`src/rtl/assert_macros.svh`:
```
// ----------------------------------------------------------------------------
// Assertion macros
// Clocked assertion helpers shared by the RTL that checks itself.
// ----------------------------------------------------------------------------
`ifndef ASSERT_MACROS_SVH
`define ASSERT_MACROS_SVH

// Property checked at every rising edge of clk outside reset.
`define ASSERT_CLK(label, prop, msg) \
  label: assert property (@(posedge clk) disable iff (rst) (prop)) else $error(msg);

// Implication checked at every rising edge of clk outside reset.
`define ASSERT_IMPLY(label, cond, prop, msg) \
  label: assert property (@(posedge clk) disable iff (rst) (cond) |-> (prop)) else $error(msg);

`endif

```
`src/rtl/tcw_pkg.sv`:
```
// ----------------------------------------------------------------------------
// tcw_pkg
// Screen geometry, character codes, result kinds and shared types of the
// text console character writer.
// ----------------------------------------------------------------------------
`timescale 1ns / 1ps
`default_nettype none

package tcw_pkg;

  localparam int COLUMNS     = 80;
  localparam int ROWS        = 25;
  localparam int TOTAL       = COLUMNS * ROWS;
  localparam int TAB_STOP    = 8;
  localparam int QUEUE_DEPTH = 4;

  localparam int CHAR_W  = 8;
  localparam int ATTR_W  = 8;
  localparam int POS_W   = 11;
  localparam int KIND_W  = 2;
  localparam int CLS_W   = 2;
  localparam int COL_W   = $clog2(COLUMNS);
  localparam int ROW_W   = $clog2(ROWS + 1);
  localparam int CUR_W   = $clog2(TOTAL + 1);
  localparam int TAB_W   = $clog2(TAB_STOP + 1);
  localparam int TAB_LSB = $clog2(TAB_STOP);
  localparam int DATA_W  = 40;

  localparam logic [CHAR_W-1:0] CH_LF    = 8'h0A;
  localparam logic [CHAR_W-1:0] CH_CR    = 8'h0D;
  localparam logic [CHAR_W-1:0] CH_TAB   = 8'h09;
  localparam logic [CHAR_W-1:0] CH_BS    = 8'h08;
  localparam logic [CHAR_W-1:0] CH_BLANK = 8'h20;

  localparam logic [ATTR_W-1:0] ATTR_RESET = 8'h02;

  localparam logic [CLS_W-1:0] CLS_GLYPH   = 2'd0;
  localparam logic [CLS_W-1:0] CLS_NEWLINE = 2'd1;
  localparam logic [CLS_W-1:0] CLS_TAB     = 2'd2;
  localparam logic [CLS_W-1:0] CLS_BACK    = 2'd3;

  localparam logic [KIND_W-1:0] KIND_CELL   = 2'd0;
  localparam logic [KIND_W-1:0] KIND_ROW    = 2'd1;
  localparam logic [KIND_W-1:0] KIND_MARK   = 2'd2;
  localparam logic [KIND_W-1:0] KIND_REPORT = 2'd3;

  typedef struct packed {
    logic [CLS_W-1:0]  cls;
    logic [CHAR_W-1:0] ch;
  } item_t;

  typedef struct packed {
    logic [KIND_W-1:0] kind;
    logic [POS_W-1:0]  position;
    logic [CHAR_W-1:0] glyph;
    logic [ATTR_W-1:0] attribute;
    logic [POS_W-1:0]  cursor;
    logic              last;
  } result_t;

  typedef struct packed {
    logic full;
    logic valid;
  } queue_status_t;

endpackage

`default_nettype wire

```
`src/rtl/tcw_front.sv`:
```
// ----------------------------------------------------------------------------
// tcw_front
// Accepts character transactions and sorts each byte into glyph, newline,
// tab or backspace before it enters the work queue.
// ----------------------------------------------------------------------------
`timescale 1ns / 1ps
`default_nettype none

module tcw_front (
  input  wire logic                        s_tvalid,
  output logic                             s_tready,
  input  wire logic [tcw_pkg::CHAR_W-1:0]  s_tdata,
  input  wire tcw_pkg::queue_status_t      q_status,
  output logic                             push,
  output tcw_pkg::item_t                   push_item
);

  logic [tcw_pkg::CLS_W-1:0] cls;

  always_comb begin
    priority if (s_tdata == tcw_pkg::CH_LF || s_tdata == tcw_pkg::CH_CR) begin
      cls = tcw_pkg::CLS_NEWLINE;
    end else if (s_tdata == tcw_pkg::CH_TAB) begin
      cls = tcw_pkg::CLS_TAB;
    end else if (s_tdata == tcw_pkg::CH_BS) begin
      cls = tcw_pkg::CLS_BACK;
    end else begin
      cls = tcw_pkg::CLS_GLYPH;
    end
  end

  assign s_tready       = !q_status.full;
  assign push           = s_tvalid && !q_status.full;
  assign push_item.cls  = cls;
  assign push_item.ch   = s_tdata;

endmodule

`default_nettype wire

```
`src/rtl/tcw_queue.sv`:
```
// ----------------------------------------------------------------------------
// tcw_queue
// Short first-in first-out queue of classified characters between the
// front and the back.
// ----------------------------------------------------------------------------
`timescale 1ns / 1ps
`default_nettype none

module tcw_queue (
  input  wire logic             clk,
  input  wire logic             rst,
  input  wire logic             push,
  input  wire tcw_pkg::item_t   push_item,
  input  wire logic             pop,
  output tcw_pkg::item_t        pop_item,
  output tcw_pkg::queue_status_t status
);

  localparam int PTR_W = $clog2(tcw_pkg::QUEUE_DEPTH);
  localparam int CNT_W = $clog2(tcw_pkg::QUEUE_DEPTH + 1);

  tcw_pkg::item_t   mem [tcw_pkg::QUEUE_DEPTH];
  logic [PTR_W-1:0] wr_ptr;
  logic [PTR_W-1:0] rd_ptr;
  logic [CNT_W-1:0] count;
  logic             do_push;
  logic             do_pop;

  assign status.full  = (count == CNT_W'(tcw_pkg::QUEUE_DEPTH));
  assign status.valid = (count != '0);
  assign do_push      = push && !status.full;
  assign do_pop       = pop && status.valid;
  assign pop_item     = mem[rd_ptr];

  always_ff @(posedge clk) begin
    if (do_push) begin
      mem[wr_ptr] <= push_item;
    end
  end

  always_ff @(posedge clk) begin
    if (rst) begin
      wr_ptr <= '0;
      rd_ptr <= '0;
      count  <= '0;
    end else begin
      if (do_push) begin
        wr_ptr <= (wr_ptr == PTR_W'(tcw_pkg::QUEUE_DEPTH - 1)) ? '0 : wr_ptr + 1'b1;
      end
      if (do_pop) begin
        rd_ptr <= (rd_ptr == PTR_W'(tcw_pkg::QUEUE_DEPTH - 1)) ? '0 : rd_ptr + 1'b1;
      end
      unique case ({do_push, do_pop})
        2'b10:   count <= count + 1'b1;
        2'b01:   count <= count - 1'b1;
        default: count <= count;
      endcase
    end
  end

endmodule

`default_nettype wire

```
`src/rtl/tcw_back.sv`:
```
// ----------------------------------------------------------------------------
// tcw_back
// Sequencer that carries out one queued character: wrap handling, old-log
// row clears, the cell writes and the cursor report, one result per cycle
// into an output register whenever that register is free to take it.
// ----------------------------------------------------------------------------
`timescale 1ns / 1ps
`default_nettype none

module tcw_back (
  input  wire logic                        clk,
  input  wire logic                        rst,
  input  wire tcw_pkg::queue_status_t      q_status,
  input  wire tcw_pkg::item_t              q_item,
  output logic                             pop,
  input  wire logic [tcw_pkg::ATTR_W-1:0]  attr,
  output logic                             out_valid,
  input  wire logic                        out_ready,
  output tcw_pkg::result_t                 out_data
);

  localparam int COL_W = tcw_pkg::COL_W;
  localparam int ROW_W = tcw_pkg::ROW_W;
  localparam int CUR_W = tcw_pkg::CUR_W;
  localparam int TAB_W = tcw_pkg::TAB_W;
  localparam int POS_W = tcw_pkg::POS_W;
  localparam int TAB_LSB_IDX = tcw_pkg::TAB_LSB - 1;

  localparam logic [2:0] ST_IDLE   = 3'd0;
  localparam logic [2:0] ST_ROWS   = 3'd1;
  localparam logic [2:0] ST_ACT    = 3'd2;
  localparam logic [2:0] ST_TAB    = 3'd3;
  localparam logic [2:0] ST_REPORT = 3'd4;

  logic [2:0]       state, state_next;
  logic [CUR_W-1:0] cursor, cursor_next;
  logic [COL_W-1:0] col, col_next;
  logic [ROW_W-1:0] row, row_next;
  logic             wrapped, wrapped_next;
  tcw_pkg::item_t   item, item_next;
  logic [1:0]       hdr_idx, hdr_idx_next;
  logic [TAB_W-1:0] tab_cnt, tab_cnt_next;

  logic             out_free;
  logic             emit;
  tcw_pkg::result_t res;
  logic             wrap_now;
  logic             at_end;
  logic [ROW_W:0]   row_sum;
  logic [CUR_W-1:0] cursor_inc;
  logic [COL_W-1:0] col_inc;
  logic [ROW_W-1:0] row_inc;

  assign out_free = !out_valid || out_ready;
  assign at_end   = (row == ROW_W'(tcw_pkg::ROWS));
  assign wrap_now = at_end;
  assign row_sum  = {1'b0, row} + (ROW_W + 1)'(hdr_idx);

  always_comb begin
    cursor_inc = cursor + 1'b1;
    if (col == COL_W'(tcw_pkg::COLUMNS - 1)) begin
      col_inc = '0;
      row_inc = row + 1'b1;
    end else begin
      col_inc = col + 1'b1;
      row_inc = row;
    end
  end

  always_comb begin
    state_next    = state;
    cursor_next   = cursor;
    col_next      = col;
    row_next      = row;
    wrapped_next  = wrapped;
    item_next     = item;
    hdr_idx_next  = hdr_idx;
    tab_cnt_next  = tab_cnt;
    pop           = 1'b0;
    emit          = 1'b0;
    res.kind      = tcw_pkg::KIND_CELL;
    res.position  = POS_W'(cursor);
    res.glyph     = tcw_pkg::CH_BLANK;
    res.attribute = attr;
    res.cursor    = '0;
    res.last      = 1'b0;

    unique case (state)
      ST_IDLE: begin
        if (q_status.valid) begin
          pop       = 1'b1;
          item_next = q_item;
          if (wrap_now) begin
            cursor_next  = '0;
            col_next     = '0;
            row_next     = '0;
            wrapped_next = 1'b1;
          end
          hdr_idx_next = '0;
          if ((wrapped || wrap_now) && (wrap_now || col == '0)) begin
            state_next = ST_ROWS;
          end else begin
            state_next = ST_ACT;
          end
        end
      end
      ST_ROWS: begin
        if (out_free) begin
          if (row_sum < (ROW_W + 1)'(tcw_pkg::ROWS)) begin
            emit         = 1'b1;
            res.kind     = (hdr_idx == 2'd2) ? tcw_pkg::KIND_MARK : tcw_pkg::KIND_ROW;
            res.position = POS_W'(row_sum);
          end
          hdr_idx_next = hdr_idx + 1'b1;
          if (hdr_idx == 2'd2) begin
            state_next = ST_ACT;
          end
        end
      end
      ST_ACT: begin
        if (out_free) begin
          state_next = ST_REPORT;
          unique case (item.cls)
            tcw_pkg::CLS_NEWLINE: begin
              if (row < ROW_W'(tcw_pkg::ROWS - 1)) begin
                cursor_next = cursor + CUR_W'(tcw_pkg::COLUMNS) - CUR_W'(col);
                col_next    = '0;
                row_next    = row + 1'b1;
              end else begin
                cursor_next  = '0;
                col_next     = '0;
                row_next     = '0;
                wrapped_next = 1'b1;
              end
            end
            tcw_pkg::CLS_BACK: begin
              if (cursor != '0) begin
                emit         = 1'b1;
                res.position = POS_W'(cursor - 1'b1);
                cursor_next  = cursor - 1'b1;
                if (col == '0) begin
                  col_next = COL_W'(tcw_pkg::COLUMNS - 1);
                  row_next = row - 1'b1;
                end else begin
                  col_next = col - 1'b1;
                end
              end
            end
            tcw_pkg::CLS_TAB: begin
              tab_cnt_next = TAB_W'(tcw_pkg::TAB_STOP) - TAB_W'(col[TAB_LSB_IDX:0]);
              state_next   = ST_TAB;
            end
            tcw_pkg::CLS_GLYPH: begin
              emit        = 1'b1;
              res.glyph   = item.ch;
              cursor_next = cursor_inc;
              col_next    = col_inc;
              row_next    = row_inc;
            end
            default: begin
              state_next = ST_REPORT;
            end
          endcase
        end
      end
      ST_TAB: begin
        if (out_free) begin
          if (!at_end) begin
            emit         = 1'b1;
            cursor_next  = cursor_inc;
            col_next     = col_inc;
            row_next     = row_inc;
            tab_cnt_next = tab_cnt - 1'b1;
            if (tab_cnt == TAB_W'(1)) begin
              state_next = ST_REPORT;
            end
          end else begin
            cursor_next  = '0;
            col_next     = '0;
            row_next     = '0;
            wrapped_next = 1'b1;
            state_next   = ST_REPORT;
          end
        end
      end
      ST_REPORT: begin
        if (out_free) begin
          emit          = 1'b1;
          res.kind      = tcw_pkg::KIND_REPORT;
          res.position  = '0;
          res.attribute = '0;
          res.cursor    = POS_W'(cursor);
          res.last      = 1'b1;
          state_next    = ST_IDLE;
        end
      end
      default: begin
        state_next = ST_IDLE;
      end
    endcase
  end

  always_ff @(posedge clk) begin
    if (rst) begin
      state   <= ST_IDLE;
      cursor  <= '0;
      col     <= '0;
      row     <= '0;
      wrapped <= 1'b0;
      hdr_idx <= '0;
      tab_cnt <= '0;
    end else begin
      state   <= state_next;
      cursor  <= cursor_next;
      col     <= col_next;
      row     <= row_next;
      wrapped <= wrapped_next;
      hdr_idx <= hdr_idx_next;
      tab_cnt <= tab_cnt_next;
    end
  end

  always_ff @(posedge clk) begin
    item <= item_next;
    if (emit) begin
      out_data <= res;
    end
  end

  always_ff @(posedge clk) begin
    if (rst) begin
      out_valid <= 1'b0;
    end else if (emit) begin
      out_valid <= 1'b1;
    end else if (out_ready) begin
      out_valid <= 1'b0;
    end
  end

endmodule

`default_nettype wire

```
`src/rtl/text_console_char_writer_unit.sv`:
```
// ----------------------------------------------------------------------------
// text_console_char_writer_unit
// Text console character writer: one character in, a run of screen cell and
// row operations out, ended by a cursor report.
//
//   channel | direction | tdata / data                  | tuser | tlast
//   s_      | in        | character                     | -     | -
//   m_      | out       | position, glyph, attr, cursor | kind  | last
//   cfg_    | in        | cell_attribute                | -     | -
//
// In the back sequencer a character is loaded, then come the old-log row
// clears at a row start after a wrap, the action, the blanks of a tab (up
// to eight) and the cursor report.
// Results leave one per cycle through an output register; a stalled m_ side
// holds the sequencer while the four-entry queue keeps taking characters.
// Reset clears the cursor, the wrapped flag and the queue, and loads the
// attribute with 0x02.
// ----------------------------------------------------------------------------
`timescale 1ns / 1ps
`default_nettype none

module text_console_char_writer_unit (
  input  wire logic                        clk,
  input  wire logic                        rst,
  input  wire logic                        s_tvalid,
  output logic                             s_tready,
  input  wire logic [7:0]                  s_tdata,   // [7:0] character
  output logic                             m_tvalid,
  input  wire logic                        m_tready,
  output logic [tcw_pkg::DATA_W-1:0]       m_tdata,   // [10:0] position, [18:11] glyph,
                                                      // [26:19] attribute, [37:27] cursor
  output logic [tcw_pkg::KIND_W-1:0]       m_tuser,   // [1:0] kind
  output logic                             m_tlast,
  input  wire logic                        cfg_valid,
  output logic                             cfg_ready,
  input  wire logic [tcw_pkg::ATTR_W-1:0]  cfg_data
);

  logic [tcw_pkg::ATTR_W-1:0] cell_attribute;
  tcw_pkg::queue_status_t     q_status;
  tcw_pkg::item_t             push_item;
  tcw_pkg::item_t             pop_item;
  tcw_pkg::result_t           result;
  logic                       push;
  logic                       pop;

  assign cfg_ready = 1'b1;

  always_ff @(posedge clk) begin
    if (rst) begin
      cell_attribute <= tcw_pkg::ATTR_RESET;
    end else if (cfg_valid && cfg_ready) begin
      cell_attribute <= cfg_data;
    end
  end

  tcw_front u_front (
    .s_tvalid  (s_tvalid),
    .s_tready  (s_tready),
    .s_tdata   (s_tdata),
    .q_status  (q_status),
    .push      (push),
    .push_item (push_item)
  );

  tcw_queue u_queue (
    .clk       (clk),
    .rst       (rst),
    .push      (push),
    .push_item (push_item),
    .pop       (pop),
    .pop_item  (pop_item),
    .status    (q_status)
  );

  tcw_back u_back (
    .clk       (clk),
    .rst       (rst),
    .q_status  (q_status),
    .q_item    (pop_item),
    .pop       (pop),
    .attr      (cell_attribute),
    .out_valid (m_tvalid),
    .out_ready (m_tready),
    .out_data  (result)
  );

  assign m_tdata = {2'b00, result.cursor, result.attribute, result.glyph, result.position};
  assign m_tuser = result.kind;
  assign m_tlast = result.last;

`include "assert_macros.svh"

  `ASSERT_CLK(a_last_on_report, !m_tvalid || (m_tlast == (m_tuser == tcw_pkg::KIND_REPORT)), "last not on cursor report")
  `ASSERT_IMPLY(a_row_in_screen, m_tvalid && (m_tuser == tcw_pkg::KIND_ROW || m_tuser == tcw_pkg::KIND_MARK), result.position < tcw_pkg::POS_W'(tcw_pkg::ROWS), "row operation past screen bottom")
  `ASSERT_IMPLY(a_report_fields, m_tvalid && m_tlast, result.attribute == '0 && result.glyph == tcw_pkg::CH_BLANK && result.position == '0, "cursor report fields not cleared")

endmodule

`default_nettype wire
```
`config.mk`:
```
export PLATFORM = sky130hd
export DESIGN_NAME = text_console_char_writer_unit
export DESIGN_NICKNAME = d
export VERILOG_FILES = /design/src/rtl/tcw_pkg.sv /design/src/rtl/tcw_front.sv /design/src/rtl/tcw_queue.sv /design/src/rtl/tcw_back.sv /design/src/rtl/text_console_char_writer_unit.sv
export VERILOG_INCLUDE_DIRS = /design/src /design/src/rtl
export SDC_FILE = /design/constraint.sdc
export NUM_CORES = 1
export LEC_CHECK = 0
export ABC_AREA = 1
export BUFFER_PORTS_ARGS = -buffer_cell sky130_fd_sc_hd__buf_4
export CAP_MARGIN = 20
export CORE_ASPECT_RATIO = 1.4
export CORE_MARGIN = 3
export CORE_UTILIZATION = 60
export DETAILED_ROUTE_END_ITERATION = 6
export HOLD_SLACK_MARGIN = 0.12
export PLACE_DENSITY = 0.79
export SETUP_SLACK_MARGIN = 0.4
export SLEW_MARGIN = 20
export SYNTH_ARGS = -nofsm -noshare
export SYNTH_HDL_FRONTEND = slang
export SYNTH_SLANG_ARGS = --single-unit
```
`constraint.sdc`:
```
create_clock -name clk -period 3.6 [get_ports clk]
set_input_delay 0.36 -clock clk [delete_from_list [all_inputs] [get_ports clk]]
set_output_delay 0.36 -clock clk [all_outputs]
set_load 0.01 [all_outputs]
```
==> impl_metrics.csv, run 1 <==
group,metric,value,unit
critical_path,cp_num_buf_inv,3,
placed_design,hpwl,14680,um
sta,fin_crit_sh,75.23,%
cts,cts_buffers,17,
min_path,min_from,"s_tdata[6]",
synthesis,synth-async-reset-ratio,0,%
final_layout,nets,1129,
final_layout,num-fill-cells,1072,
grt,grt_pass1_wl,32440,um
critical_path,cp_cell_sequence,"nand2_2, nor2_4, inv_2, nor2_2, inv_2, a21oi_1, o21ai_0, a21oi_1, nand2_1, nand2_2, buf_4",
cts,cts_sinks,140,
routing,drt_wl_total,20450,um
cts,cts_root_buf,"clkbuf_16",
routing,drt-vias-per-instance,5.743,
critical_path,crit_family,"simple AND/OR/NAND/NOR gates",
critical_path,cp.arrival,2.77,ns
synthesis,synth_seq_cells,140,
critical_path,worst_path_max_delay_cell,"buf_4",
sta,hold_viol,0,
grt,grtUsageTotal,27.43,%
synthesis,yosys.area_share.adder,7.455,%
final_layout,layout-drive-gt1-share,12.76,%
floorplan,ioPinCount,67,
critical_path,r2r_slack,0.89,ns
synthesis,synth_warnings,0,
synthesis,synth_top_family_by_area,"simple AND/OR/NAND/NOR gates",
min_path,hp-class,"primary input to register",
synthesis,synthFlopType,"edfxtp_1",
synthesis,synth_compound_area_share,14.39,%
cts,clock_latency,0.43,ns
synthesis,synthSimpleGateAreaFrac,21.95,%
sta,fin_skew,0.008180,ns
floorplan,die_w,104.7,um
synthesis,synth-seq-area-share,45.34,%
synthesis,synthMuxAreaShare,0,%
sta,final.setup.tns,0,ns
critical_path,reg2reg_from,"u_back.state[1]$_SDFFE_PP0P_",
synthesis,synthXorXnorAreaFrac,2.566,%
routing,wl_per_cell,16.34,um
cts,cts_hold_buf,0,
final_layout,areaGrowthSynthToFinish,14.41,%
synthesis,synth_edf_count,91,
grt,antenna_found_initial,0,
sta,setup_ws,0.8917,ns
sta,maxSlewViolCount,0,
synthesis,synth_cells,1009,
sta,clock.fmax,369.2,MHz
cts,post-cts-setup-buffer-count,0,
cts,htreeDepth,4,
synthesis,synth_top_area_share,33.36,%
min_path,min_to,"u_queue.mem[2][6]$_DFFE_PP_",
synthesis,syn_area,0.008190,mm2
synthesis,synth_cell_type_count,45,
routing,num_vias,7190,
sta,layout_min_cycle_time,2.708,ns
critical_path,critPathMaxFanout,41,
routing,drt-initial-drc-count,585,
outcome,status,"finished, final reports clean",
flow_run,maxCapViolCount,0,
floorplan,start_util,62.43,%
pwr,power_density,699.2,mW/mm2
floorplan,die_h,144.2,um
synthesis,syn_avg_cell_area,8.117,um2
min_path,min_path_cells,1,
floorplan,fp-row-count,49,
synthesis,synth_commonest_cells,"193 x nand2_1, 121 x inv_1, 99 x o21ai_0, 98 x nor2_1, 91 x edfxtp_1",
pwr,peakVddDrop,0.0005238,V
synthesis,yosys-top-cells-area,"edfxtp_1 33%, dfxtp_1 12%, nand2_1 8.8%",
grt,grt_pass1_vias,6785,
cts,clk_pin_slew_worst_paths,0.06,ns
synthesis,synth.largest_area_cell,"edfxtp_1",
floorplan,die-area,0.01511,mm2
critical_path,cp-start-kind,"register",
routing,antenna_left,0,
grt,grt.overflow.total,0,
final_layout,final_cells,1252,
final_layout,diodes,0,
cts,cts_buffer_depth,2,
placed_design,portBuffers,63,
sta,max-slew-margin-rel,34.70,%
critical_path,ff2ff_path_depth,11,
cts,postCtsResizedCells,0,
critical_path,required,3.66,ns
sta,rsz0062_at_grt,"no",
placed_design,dp_slack,0.9214,ns
sta,setup_viol,0,
placed_design,dp_cells,1220,
floorplan,core,0.01312,mm2
grt,grt_max_degree,42,
critical_path,rr_endpoint,"u_back.out_data[0]$_SDFFCE_PN0P_",
critical_path,critPathMaxStageDelay,0.43,ns
routing,drcViolationCount,0,
critical_path,path_class,"register to register",
synthesis,yosysMostFrequentCell,"nand2_1",
pwr,p_leak,3.953,nW
routing,firstDrtPassIters,6,
placed_design,gp_congestion,0.9385,
cts,cts_tree,"built",
sta,worst_slew_pin_slew,0.9760,ns
critical_path,crit_path_end_kind,"register",
## metrics by stage
stage / power [W] / hold WS [ns] / cell area, um2 / utilization (%)
6_report: 0.006552 / 0.1409 / 9370 / 71.42
5_1_grt: 0.006927 / 0.1285 / 9370 / 71.42
4_1_cts: 0.006561 / 0.1274 / 9370 / 71.42
3_5_place_dp: 0.004751 / 0.4470 / 8763 / 66.79
3_3_place_gp: 0.004713 / 0.4427 / 8763 / 66.79
2_1_floorplan: 0.003936 / 0.4299 / 8194 / -
## worst max-delay path by stage
stage | start | end | slack (ns) | cells after the start
2_1_floorplan | u_back.row[0]$_SDFFE_PP0P_ | u_back.out_data[0]$_SDFFCE_PN0P_ | 0.74 | 9
3_3_place_gp | u_back.state[1]$_SDFFE_PP0P_ | u_back.out_data[7]$_SDFFCE_PN0P_ | 0.94 | 11
3_5_place_dp | u_back.state[1]$_SDFFE_PP0P_ | u_back.out_data[6]$_SDFFCE_PN0P_ | 0.92 | 11
4_1_cts | u_back.state[1]$_SDFFE_PP0P_ | u_back.out_data[21]$_SDFFCE_PN0P_ | 0.91 | 11
5_1_grt | u_back.state[1]$_SDFFE_PP0P_ | u_back.out_data[36]$_DFFE_PP_ | 0.62 | 11
6_report | u_back.state[1]$_SDFFE_PP0P_ | u_back.out_data[0]$_SDFFCE_PN0P_ | 0.89 | 11
## area by class of cell
class                      count  area [um2]  share of cell area (%)
multi-input combinational    702        3811                   40.67
sequential                   140        3714                   39.63
timing repair buffer          70       525.5                   5.608
inverter                     130       490.5                   5.234
clock buffer                  18       429.2                   4.580
tap                          178       222.7                   2.377
clock inverter                14       177.7                   1.896
## placed cells by master, fill, tap and decap left out, types with 3 or more instances in the layout
cell / synthesis / routed
o21ai_0: 99 / 99
clkbuf_16: 0 / 17
or2_2: 3 / 3
dfxtp_1: 49 / 49
nand4_1: 11 / 11
a21oi_1: 67 / 67
nor2_4: 3 / 3
xor2_1: 21 / 21
nand3_1: 74 / 74
inv_6: 0 / 4
a211oi_1: 5 / 5
edfxtp_1: 91 / 91
o211ai_1: 7 / 7
a21oi_2: 5 / 5
o31ai_1: 3 / 3
inv_8: 0 / 3
nor3_1: 13 / 13
inv_1: 121 / 121
buf_4: 6 / 70
xnor2_1: 3 / 3
a31oi_1: 4 / 4
o21a_1: 3 / 3
nor2_2: 5 / 5
conb_1: 2 / 3
inv_2: 7 / 7
ha_1: 44 / 44
nand2_2: 5 / 6
nor2_1: 98 / 98
fa_1: 3 / 3
o22ai_1: 13 / 13
nand3b_1: 3 / 3
nand2_1: 193 / 192
o21ai_1: 4 / 4
## registers in the layout, summed over array words and instances (netlist names)
| name | flops |
|---|---|
| u_back.state | 3 |
| u_back.out_data | 41 |
| u_queue.count | 3 |
| u_queue.rd_ptr | 2 |
| cell_attribute | 8 |
| u_back.tab_cnt | 4 |
| u_back.cursor | 11 |
| u_back.hdr_idx | 2 |
| u_back.out_valid | 1 |
| u_back.row | 5 |
| u_back.item | 10 |
| u_queue.wr_ptr | 2 |
| u_queue.mem | 40 |
| u_back.wrapped | 1 |
| u_back.col | 7 |
## kinds of logic (layout without fill, tap and decap cells)
| kind of cell | after synthesis | in the layout |
|---|---|---|
| and+or+nand+nor | 414 | 414 |
| AOI/OAI and AO/OA | 214 | 214 |
| buffers and inverters | 168 | 232 |
| DFF | 140 | 140 |
| adders and majority gates | 47 | 47 |
| xor gates and xnor gates | 24 | 24 |
| other | 2 | 3 |
## worst register-to-register path, stage by stage (launching register included)
cell and delay, ns:
dfxtp_1 0.38, nand2_2 0.18, nor2_4 0.34, inv_2 0.18, nor2_2 0.15, inv_2 0.13, a21oi_1 0.12, o21ai_0 0.10
a21oi_1 0.15, nand2_1 0.09, nand2_2 0.06, buf_4 0.43
## where the power goes
group,switching [W],leakage [nW],internal [W]
logic,0.00160,2.41,0.000791
clock network,0.000743,0.291,0.00105
registers,0.000167,1.25,0.00221
## layer usage
metal	track usage, %	wire length [um]	part of all wire, %	up-vias
li1	-	-	-	3491
met1	29.13	7330	36	3318
met2	51.13	11020	54	303
met3	4.958	1158	5.7	78
met4	15.55	950	4.6	0
met5	0	0	0	-
No activity file was read; power rests on OpenSTA's default activity.
==> inputs of run 2 (changes only) <==
==> constraint.sdc (replaced) <==
create_clock -name clk -period 2.6 [get_ports clk]
set_input_delay 0.26 -clock clk [delete_from_list [all_inputs] [get_ports clk]]
set_output_delay 0.26 -clock clk [all_outputs]
set_load 0.01 [all_outputs]
==> run 2 against run 1 <==
- the flow now finishes with violations (design-rule violations)
- die area unchanged
- sequential cell count unchanged
- count of clock-buffer cells in the layout down 1
- combinational power up 75%
- total power up 52%
- worst hold slack worse by 0.0065 ns
- routed wire length up 16%
- largest cell class unchanged
- via count up 9.4%
- highest routed layer unchanged
- clock skew about the same
- worst setup slack worse by 0.53 ns
==> impl_metrics.csv, run 2 (synthesis gave the netlist of run 1 again) <==
group,metric,value,unit
outcome,status,"finished, violations left",
outcome,violations,"design-rule violations",
grt,grt_max_degree,36,
final_layout,num-fill-cells,881,
critical_path,reg2reg_from,"u_back.item[8]$_DFFE_PP_",
sta,worst_slew_pin_slew,0.9321,ns
pwr,power_density,963.2,mW/mm2
critical_path,rr_endpoint,"u_back.out_data[27]$_SDFFCE_PN0P_",
sta,clock.fmax,446.1,MHz
critical_path,critPathMaxFanout,5,
min_path,min_to,"cell_attribute[4]$_SDFFE_PP0P_",
routing,num_vias,7864,
routing,drt-vias-per-instance,5.962,
sta,fin_skew,0.008308,ns
floorplan,ioPinCount,67,
routing,drt-initial-drc-count,794,
final_layout,final_common_cell,"nand2_1",
min_path,min_path_cells,3,
final_layout,multiInputGateArea,0.004270,mm2
critical_path,ff2ff_path_depth,10,
sta,layout_min_cycle_time,2.242,ns
critical_path,required,2.73,ns
floorplan,die-area,0.01511,mm2
pwr,peakVddDrop,0.0007677,V
grt,grt_pass1_wl,34850,um
critical_path,cp_cell_sequence,"inv_1, ha_1, nor2_2, inv_2, a21oi_1, o21ai_1, a21oi_2, buf_4, nand2_8, nand2_8",
cts,clock_latency,0.42,ns
floorplan,core,0.01312,mm2
cts,cts_root_buf,"clkbuf_16",
grt,antenna_found_initial,0,
grt,grtUsageTotal,29.29,%
grt,grt_pass1_vias,7348,
cts,cts_buffers,17,
critical_path,worst_path_max_delay_cell,"edfxtp_1",
sta,hold_viol,0,
final_layout,largest-register,"u_back.out_data",
final_layout,layout-drive-gt1-share,22.26,%
critical_path,path_class,"register to register",
placed_design,place_area,0.009025,mm2
floorplan,fp-row-count,49,
final_layout,regArea,0.003736,mm2
final_layout,finish.instance_area,0.01035,mm2
critical_path,critPathMaxStageDelay,0.40,ns
final_layout,largest_reg_flops,41,
critical_path,crit_path_end_kind,"register",
placed_design,hpwl,15100,um
final_layout,final_cells,1319,
min_path,hp-class,"primary input to register",
sta,maxSlewViolCount,0,
sta,rsz0062_at_grt,"yes",
pwr,p_leak,4.343,nW
grt,grt.overflow.total,0,
cts,cts_sinks,140,
final_layout,layout_common_cells,"183 x nand2_1, 116 x buf_4, 112 x inv_1, 94 x nor2_1, 94 x o21ai_0",
critical_path,cp.arrival,2.37,ns
floorplan,start_util,62.43,%
floorplan,die_w,104.7,um
critical_path,r2r_slack,0.36,ns
critical_path,cp-start-kind,"register",
final_layout,areaGrowthSynthToFinish,26.41,%
routing,drcViolationCount,3,
final_layout,fin_util,78.91,%
routing,firstDrtPassIters,7,
routing,drt_wl_total,23750,um
sta,max-slew-margin-rel,37.77,%
cts,clk_pin_slew_worst_paths,0.07,ns
critical_path,crit_family,"compound AO/OA/AOI/OAI gates",
cts,htreeDepth,4,
cts,cts_tree,"built",
placed_design,dp_cells,1253,
final_layout,top_regs,"u_back.out_data x41, u_queue.mem x40, u_back.cursor x11",
sta,setup_viol,0,
floorplan,die_h,144.2,um
critical_path,crit_top_cell,"nand2_8",
routing,antenna_left,0,
placed_design,portBuffers,63,
final_layout,nets,1196,
flow_run,maxCapViolCount,0,
min_path,min_from,"cfg_data[4]",
pwr,finalPower,0.009973,W
placed_design,gp_congestion,0.9265,
final_layout,diodes,0,
routing,wl_per_cell,18.01,um
critical_path,cp_num_buf_inv,3,
sta,final.setup.tns,0,ns
cts,cts_buffer_depth,2,
sta,fin_crit_sh,86.21,%
==> run 2: cell types whose count changed in the layout (fill, tap and decap cells not counted), moves of 7 or more <==
| cell | before | now |
|---|---|---|
| nand2_8 | 0 | 10 |
| dlygate4sd3_1 | 0 | 12 |
| dfxtp_1 | 49 | 39 |
| nand2_1 | 192 | 183 |
| ha_1 | 44 | 34 |
| ha_4 | 0 | 9 |
| inv_1 | 121 | 112 |
| buf_4 | 70 | 116 |
| inv_2 | 7 | 14 |
| nand3_1 | 74 | 66 |
| nand3_2 | 1 | 8 |
==> run 2: where the power goes <==
part	switching, W	internal [W]
sequential	0.000227	0.00305
clock	0.00111	0.00139
combinational	0.00273	0.00146
==> run 2: final cells by class <==
type / instances / share of cell area, %
Inverter: 130 / 4.834
Timing Repair Buffer: 129 / 9.764
Multi-Input combinational cell: 710 / 41.24
Clock buffer: 17 / 4.109
Clock inverter: 15 / 1.813
Sequential cell: 140 / 36.08
Tap cell: 178 / 2.151
==> run 2: repair_timing <==
action	4_1_cts	5_1_grt
setup endpoints to repair	58	73
pin swaps	4	20
resized for setup	19	74
hold buffers	12	0
hold endpoints to repair	35	0
buffers inserted	2	12
gates cloned	4	4
==> run 2: worst max-delay path by stage <==
| stage | from | cells past startpoint | slack, ns | endpoint |
|---|---|---|---|---|
| floorplan | u_back.row[0]$_SDFFE_PP0P_ | 9 | 0.40 | u_back.out_data[0]$_SDFFCE_PN0P_ |
| global placement | u_back.cursor[1]$_SDFFE_PP0P_ | 9 | 0.33 | u_back.out_data[37]$_DFFE_PP_ |
| detailed placement | u_back.hdr_idx[0]$_SDFFE_PP0P_ | 11 | 0.24 | u_back.out_data[36]$_DFFE_PP_ |
| CTS | u_back.col[1]$_SDFFE_PP0P_ | 16 | 0.39 | u_back.cursor[9]$_SDFFE_PP0P_ |
| global route | u_back.item[8]$_DFFE_PP_ | 10 | 0.29 | u_back.out_data[20]$_SDFFCE_PN0P_ |
| finish | u_back.item[8]$_DFFE_PP_ | 10 | 0.36 | u_back.out_data[27]$_SDFFCE_PN0P_ |
==> run 2: metrics by stage <==
| stage | worst slack, ns | hold slack [ns] |
|---|---|---|
| 5_1_grt | 0.2881 | 0.1661 |
| 4_1_cts | 0.3913 | 0.1240 |
| 3_3_place_gp | 0.3272 | 0.4442 |
| 6_report | 0.3584 | 0.1344 |
| 3_5_place_dp | 0.2432 | 0.4488 |
| 2_1_floorplan | 0.4050 | 0.3589 |
==> run 2: per-layer routing <==
layer / up-vias / part of all wire (%) / track usage (%)
li1: 3638 / - / -
met1: 3660 / 34 / 29.80
met2: 428 / 53 / 54.92
met3: 138 / 6.8 / 5.226
met4: 0 / 5.9 / 19.14
met5: - / 0 / 0
==> run 2: worst min-delay path, stage by stage <==
cell	delay, ns
buf_4	0.08
o21ai_0	0.07
a21oi_1	0.11
==> inputs of run 3 (changes only) <==
--- a/config.mk
+++ b/config.mk
@@ -9,12 +9,14 @@
 export ABC_AREA = 1
 export BUFFER_PORTS_ARGS = -buffer_cell sky130_fd_sc_hd__buf_4
 export CAP_MARGIN = 20
+export CELL_PAD_IN_SITES_DETAIL_PLACEMENT = 1
+export CELL_PAD_IN_SITES_GLOBAL_PLACEMENT = 2
 export CORE_ASPECT_RATIO = 1.4
 export CORE_MARGIN = 3
-export CORE_UTILIZATION = 60
+export CORE_UTILIZATION = 36
 export DETAILED_ROUTE_END_ITERATION = 6
 export HOLD_SLACK_MARGIN = 0.12
-export PLACE_DENSITY = 0.79
+export PLACE_DENSITY = 0.78
 export SETUP_SLACK_MARGIN = 0.4
 export SLEW_MARGIN = 20
 export SYNTH_ARGS = -nofsm -noshare
==> run 3 against run 2 <==
- the flow now finishes without violations
- sequential power about the same
- maximum frequency up 5.4%
- first-iteration DRC count down 60%
- total power down 0.27%
- die area up 63%
- critical path depth down 1
- worst hold slack better by 0.0051 ns
- cell count up 10%
- utilization down 31 points
- via count down 4.1%
- worst setup slack better by 0.12 ns
- count of clock-buffer cells in the layout unchanged
- critical path type unchanged
- highest routed layer unchanged
==> impl_metrics.csv, run 3 (synthesis gave the netlist of run 1 again) <==
group,metric,value,unit
cts,cts_tree,"built",
critical_path,crit_top_cell,"nand2_8",
routing,antenna_left,0,
routing,drcViolationCount,0,
floorplan,die_h,184.5,um
final_layout,layout_common_cells,"181 x nand2_1, 134 x buf_4, 111 x inv_1, 92 x o21ai_0",
floorplan,start_util,37.06,%
pwr,power_density,938.4,mW/mm2
final_layout,nets,1214,
critical_path,ff2ff_path_depth,9,
pwr,peakVddDrop,0.0005706,V
grt,antenna_found_initial,0,
grt,grtUsageTotal,22.61,%
grt,grt_pass1_wl,42870,um
grt,grt_pass1_vias,7940,
sta,final.setup.tns,0,ns
routing,firstDrtPassIters,4,
cts,clock_latency,0.44,ns
critical_path,required,2.74,ns
final_layout,final_cells,1456,
pwr,p_comb_share,41.2,%
routing,wl_per_cell,18.76,um
sta,clock.fmax,470.3,MHz
floorplan,ioPinCount,67,
grt,grt_busiest_layer,"met2",
min_path,hp-class,"primary input to register",
floorplan,fp-row-count,64,
placed_design,dp_cells,1385,
routing,drt-vias-per-instance,5.179,
cts,clk_pin_slew_worst_paths,0.07,ns
sta,hold_viol,0,
placed_design,hpwl,19790,um
floorplan,core,0.02210,mm2
final_layout,largest_reg_flops,41,
final_layout,largest-register,"u_back.out_data",
sta,setup_viol,0,
final_layout,diodes,0,
grt,grt_use_met1,24.11,%
sta,hold_slack,0.1395,ns
final_layout,areaGrowthSynthToFinish,29.41,%
critical_path,cp-start-kind,"register",
flow_run,maxCapViolCount,0,
routing,drt-initial-drc-count,318,
routing,drt_wl_total,27310,um
sta,rsz0062_at_grt,"yes",
critical_path,critPathMaxStageDelay,0.45,ns
grt,grtUsageMet2,44.06,%
critical_path,path_class,"register to register",
floorplan,die_w,133.5,um
grt,grt.overflow.total,0,
final_layout,top_regs,"u_back.out_data x41, u_queue.mem x40, u_back.cursor x11",
critical_path,crit_path_end_kind,"register",
cts,cts_buffer_depth,2,
floorplan,die-area,0.02462,mm2
min_path,min_path_cells,3,
grt,grt_use_met3,3.250,%
critical_path,cp.arrival,2.27,ns
pwr,p_leak,4.411,nW
sta,layout_min_cycle_time,2.126,ns
sta,fin_crit_sh,81.79,%
critical_path,critPathMaxFanout,8,
pwr,power_switching_share,40.31,%
routing,num_vias,7540,
cts,cts_root_buf,"clkbuf_16",
cts,htreeDepth,4,
placed_design,portBuffers,63,
sta,fin_skew,0.01650,ns
sta,maxSlewViolCount,0,
pwr,power_switching,0.004009,W
placed_design,gp_congestion,0.8283,
pwr,clockPowerShare,25.5,%
cts,cts_buffers,17,
cts,cts_sinks,140,
critical_path,worst_path_max_delay_cell,"dfxtp_2",
critical_path,cp_cell_sequence,"inv_1, ha_1, nand2_1, nor2_4, nand2_2, o21ai_1, a21oi_2, nand2_8, nand2_8",
final_layout,layout-drive-gt1-share,24.16,%
pwr,seqPwrFrac,33.2,%
pwr,internal_power,0.005937,W
sta,max-slew-margin-rel,50.37,%
grt,grt_max_degree,35,
outcome,status,"finished, final reports clean",
final_layout,final_common_cell,"nand2_1",
sta,worst_slew_pin_slew,0.7434,ns
run 3: cell types whose count changed in the layout (fill, tap and decap cells not counted), moves of 3 or more:
cell | before | now
nand2_8 | 10 | 5
nor2_1 | 94 | 91
nand2_4 | 4 | 7
dfxtp_2 | 6 | 11
buf_4 | 116 | 134
dfxtp_1 | 39 | 35
o21ai_1 | 7 | 10
run 3: what timing repair did:
action                     CTS  global route
buffers inserted            10             9
setup endpoints to repair   64            75
hold endpoints to repair    37             0
pin swaps                    7            16
gates resized for setup     27            74
hold buffers                14             0
cloned                       5             1
run 3: metrics by stage:
stage	utilization, %	total power (W)	setup slack (ns)	area (um2)
finish	47.96	0.009946	0.4735	10600
global route	47.96	0.01060	0.3393	10600
CTS	46.25	0.009889	0.3601	10220
detailed placement	41.95	0.007063	0.1889	9271
global placement	41.95	0.006986	0.1578	9271
floorplan	-	0.005460	0.4050	8210
run 3: power groups by stage:
stage | Sequential, W | Clock [W] | Combinational, W
3_3_place_gp | 0.00332 | 0 | 0.00367
3_5_place_dp | 0.00333 | 0 | 0.00373
5_1_grt | 0.00336 | 0.00268 | 0.00455
2_1_floorplan | 0.00340 | 0 | 0.00206
4_1_cts | 0.00330 | 0.00259 | 0.00400
6_report | 0.00330 | 0.00254 | 0.00410
run 3: final timing paths:
| check | startpoint | endpoint | slack, ns |
|---|---|---|---|
| setup / recovery | u_back.cursor[1]$_SDFFE_PP0P_ | u_back.out_data[3]$_SDFFCE_PN0P_ | 0.47 |
| setup reg to reg | u_back.cursor[1]$_SDFFE_PP0P_ | u_back.out_data[3]$_SDFFCE_PN0P_ | 0.47 |
| hold / removal | cfg_data[7] | cell_attribute[7]$_SDFFE_PP0P_ | 0.14 |
| hold reg to reg | cell_attribute[2]$_SDFFE_PP0P_ | cell_attribute[2]$_SDFFE_PP0P_ | 0.46 |
run 3: layer usage:
metal / routed length (um) / share of wire, % / vias to the layer above
met3: 666 / 2.4 / 46
met4: 869 / 3.2 / 0
met5: 0 / 0 / -
li1: - / - / 3668
met2: 15520 / 57 / 109
met1: 10260 / 38 / 3717
run 3: critical path: cells and delay by family (launching register included):
family | cells | cell delay, ns
and+or+nand+nor | 5 | 0.67
DFF | 1 | 0.45
AOI/OAI and AO/OA | 2 | 0.35
adders and majority gates | 1 | 0.24
buffers and inverters | 1 | 0.11
run 3: layout make-up:
cell class | instances | area (um2)
Sequential cell | 140 | 3739
Fill cell | 2676 | 11500
Clock inverter | 15 | 180.2
Timing Repair Buffer | 149 | 1157
Multi-Input combinational cell | 708 | 4225
Clock buffer | 17 | 425.4
Inverter | 130 | 500.5
Tap cell | 297 | 371.6
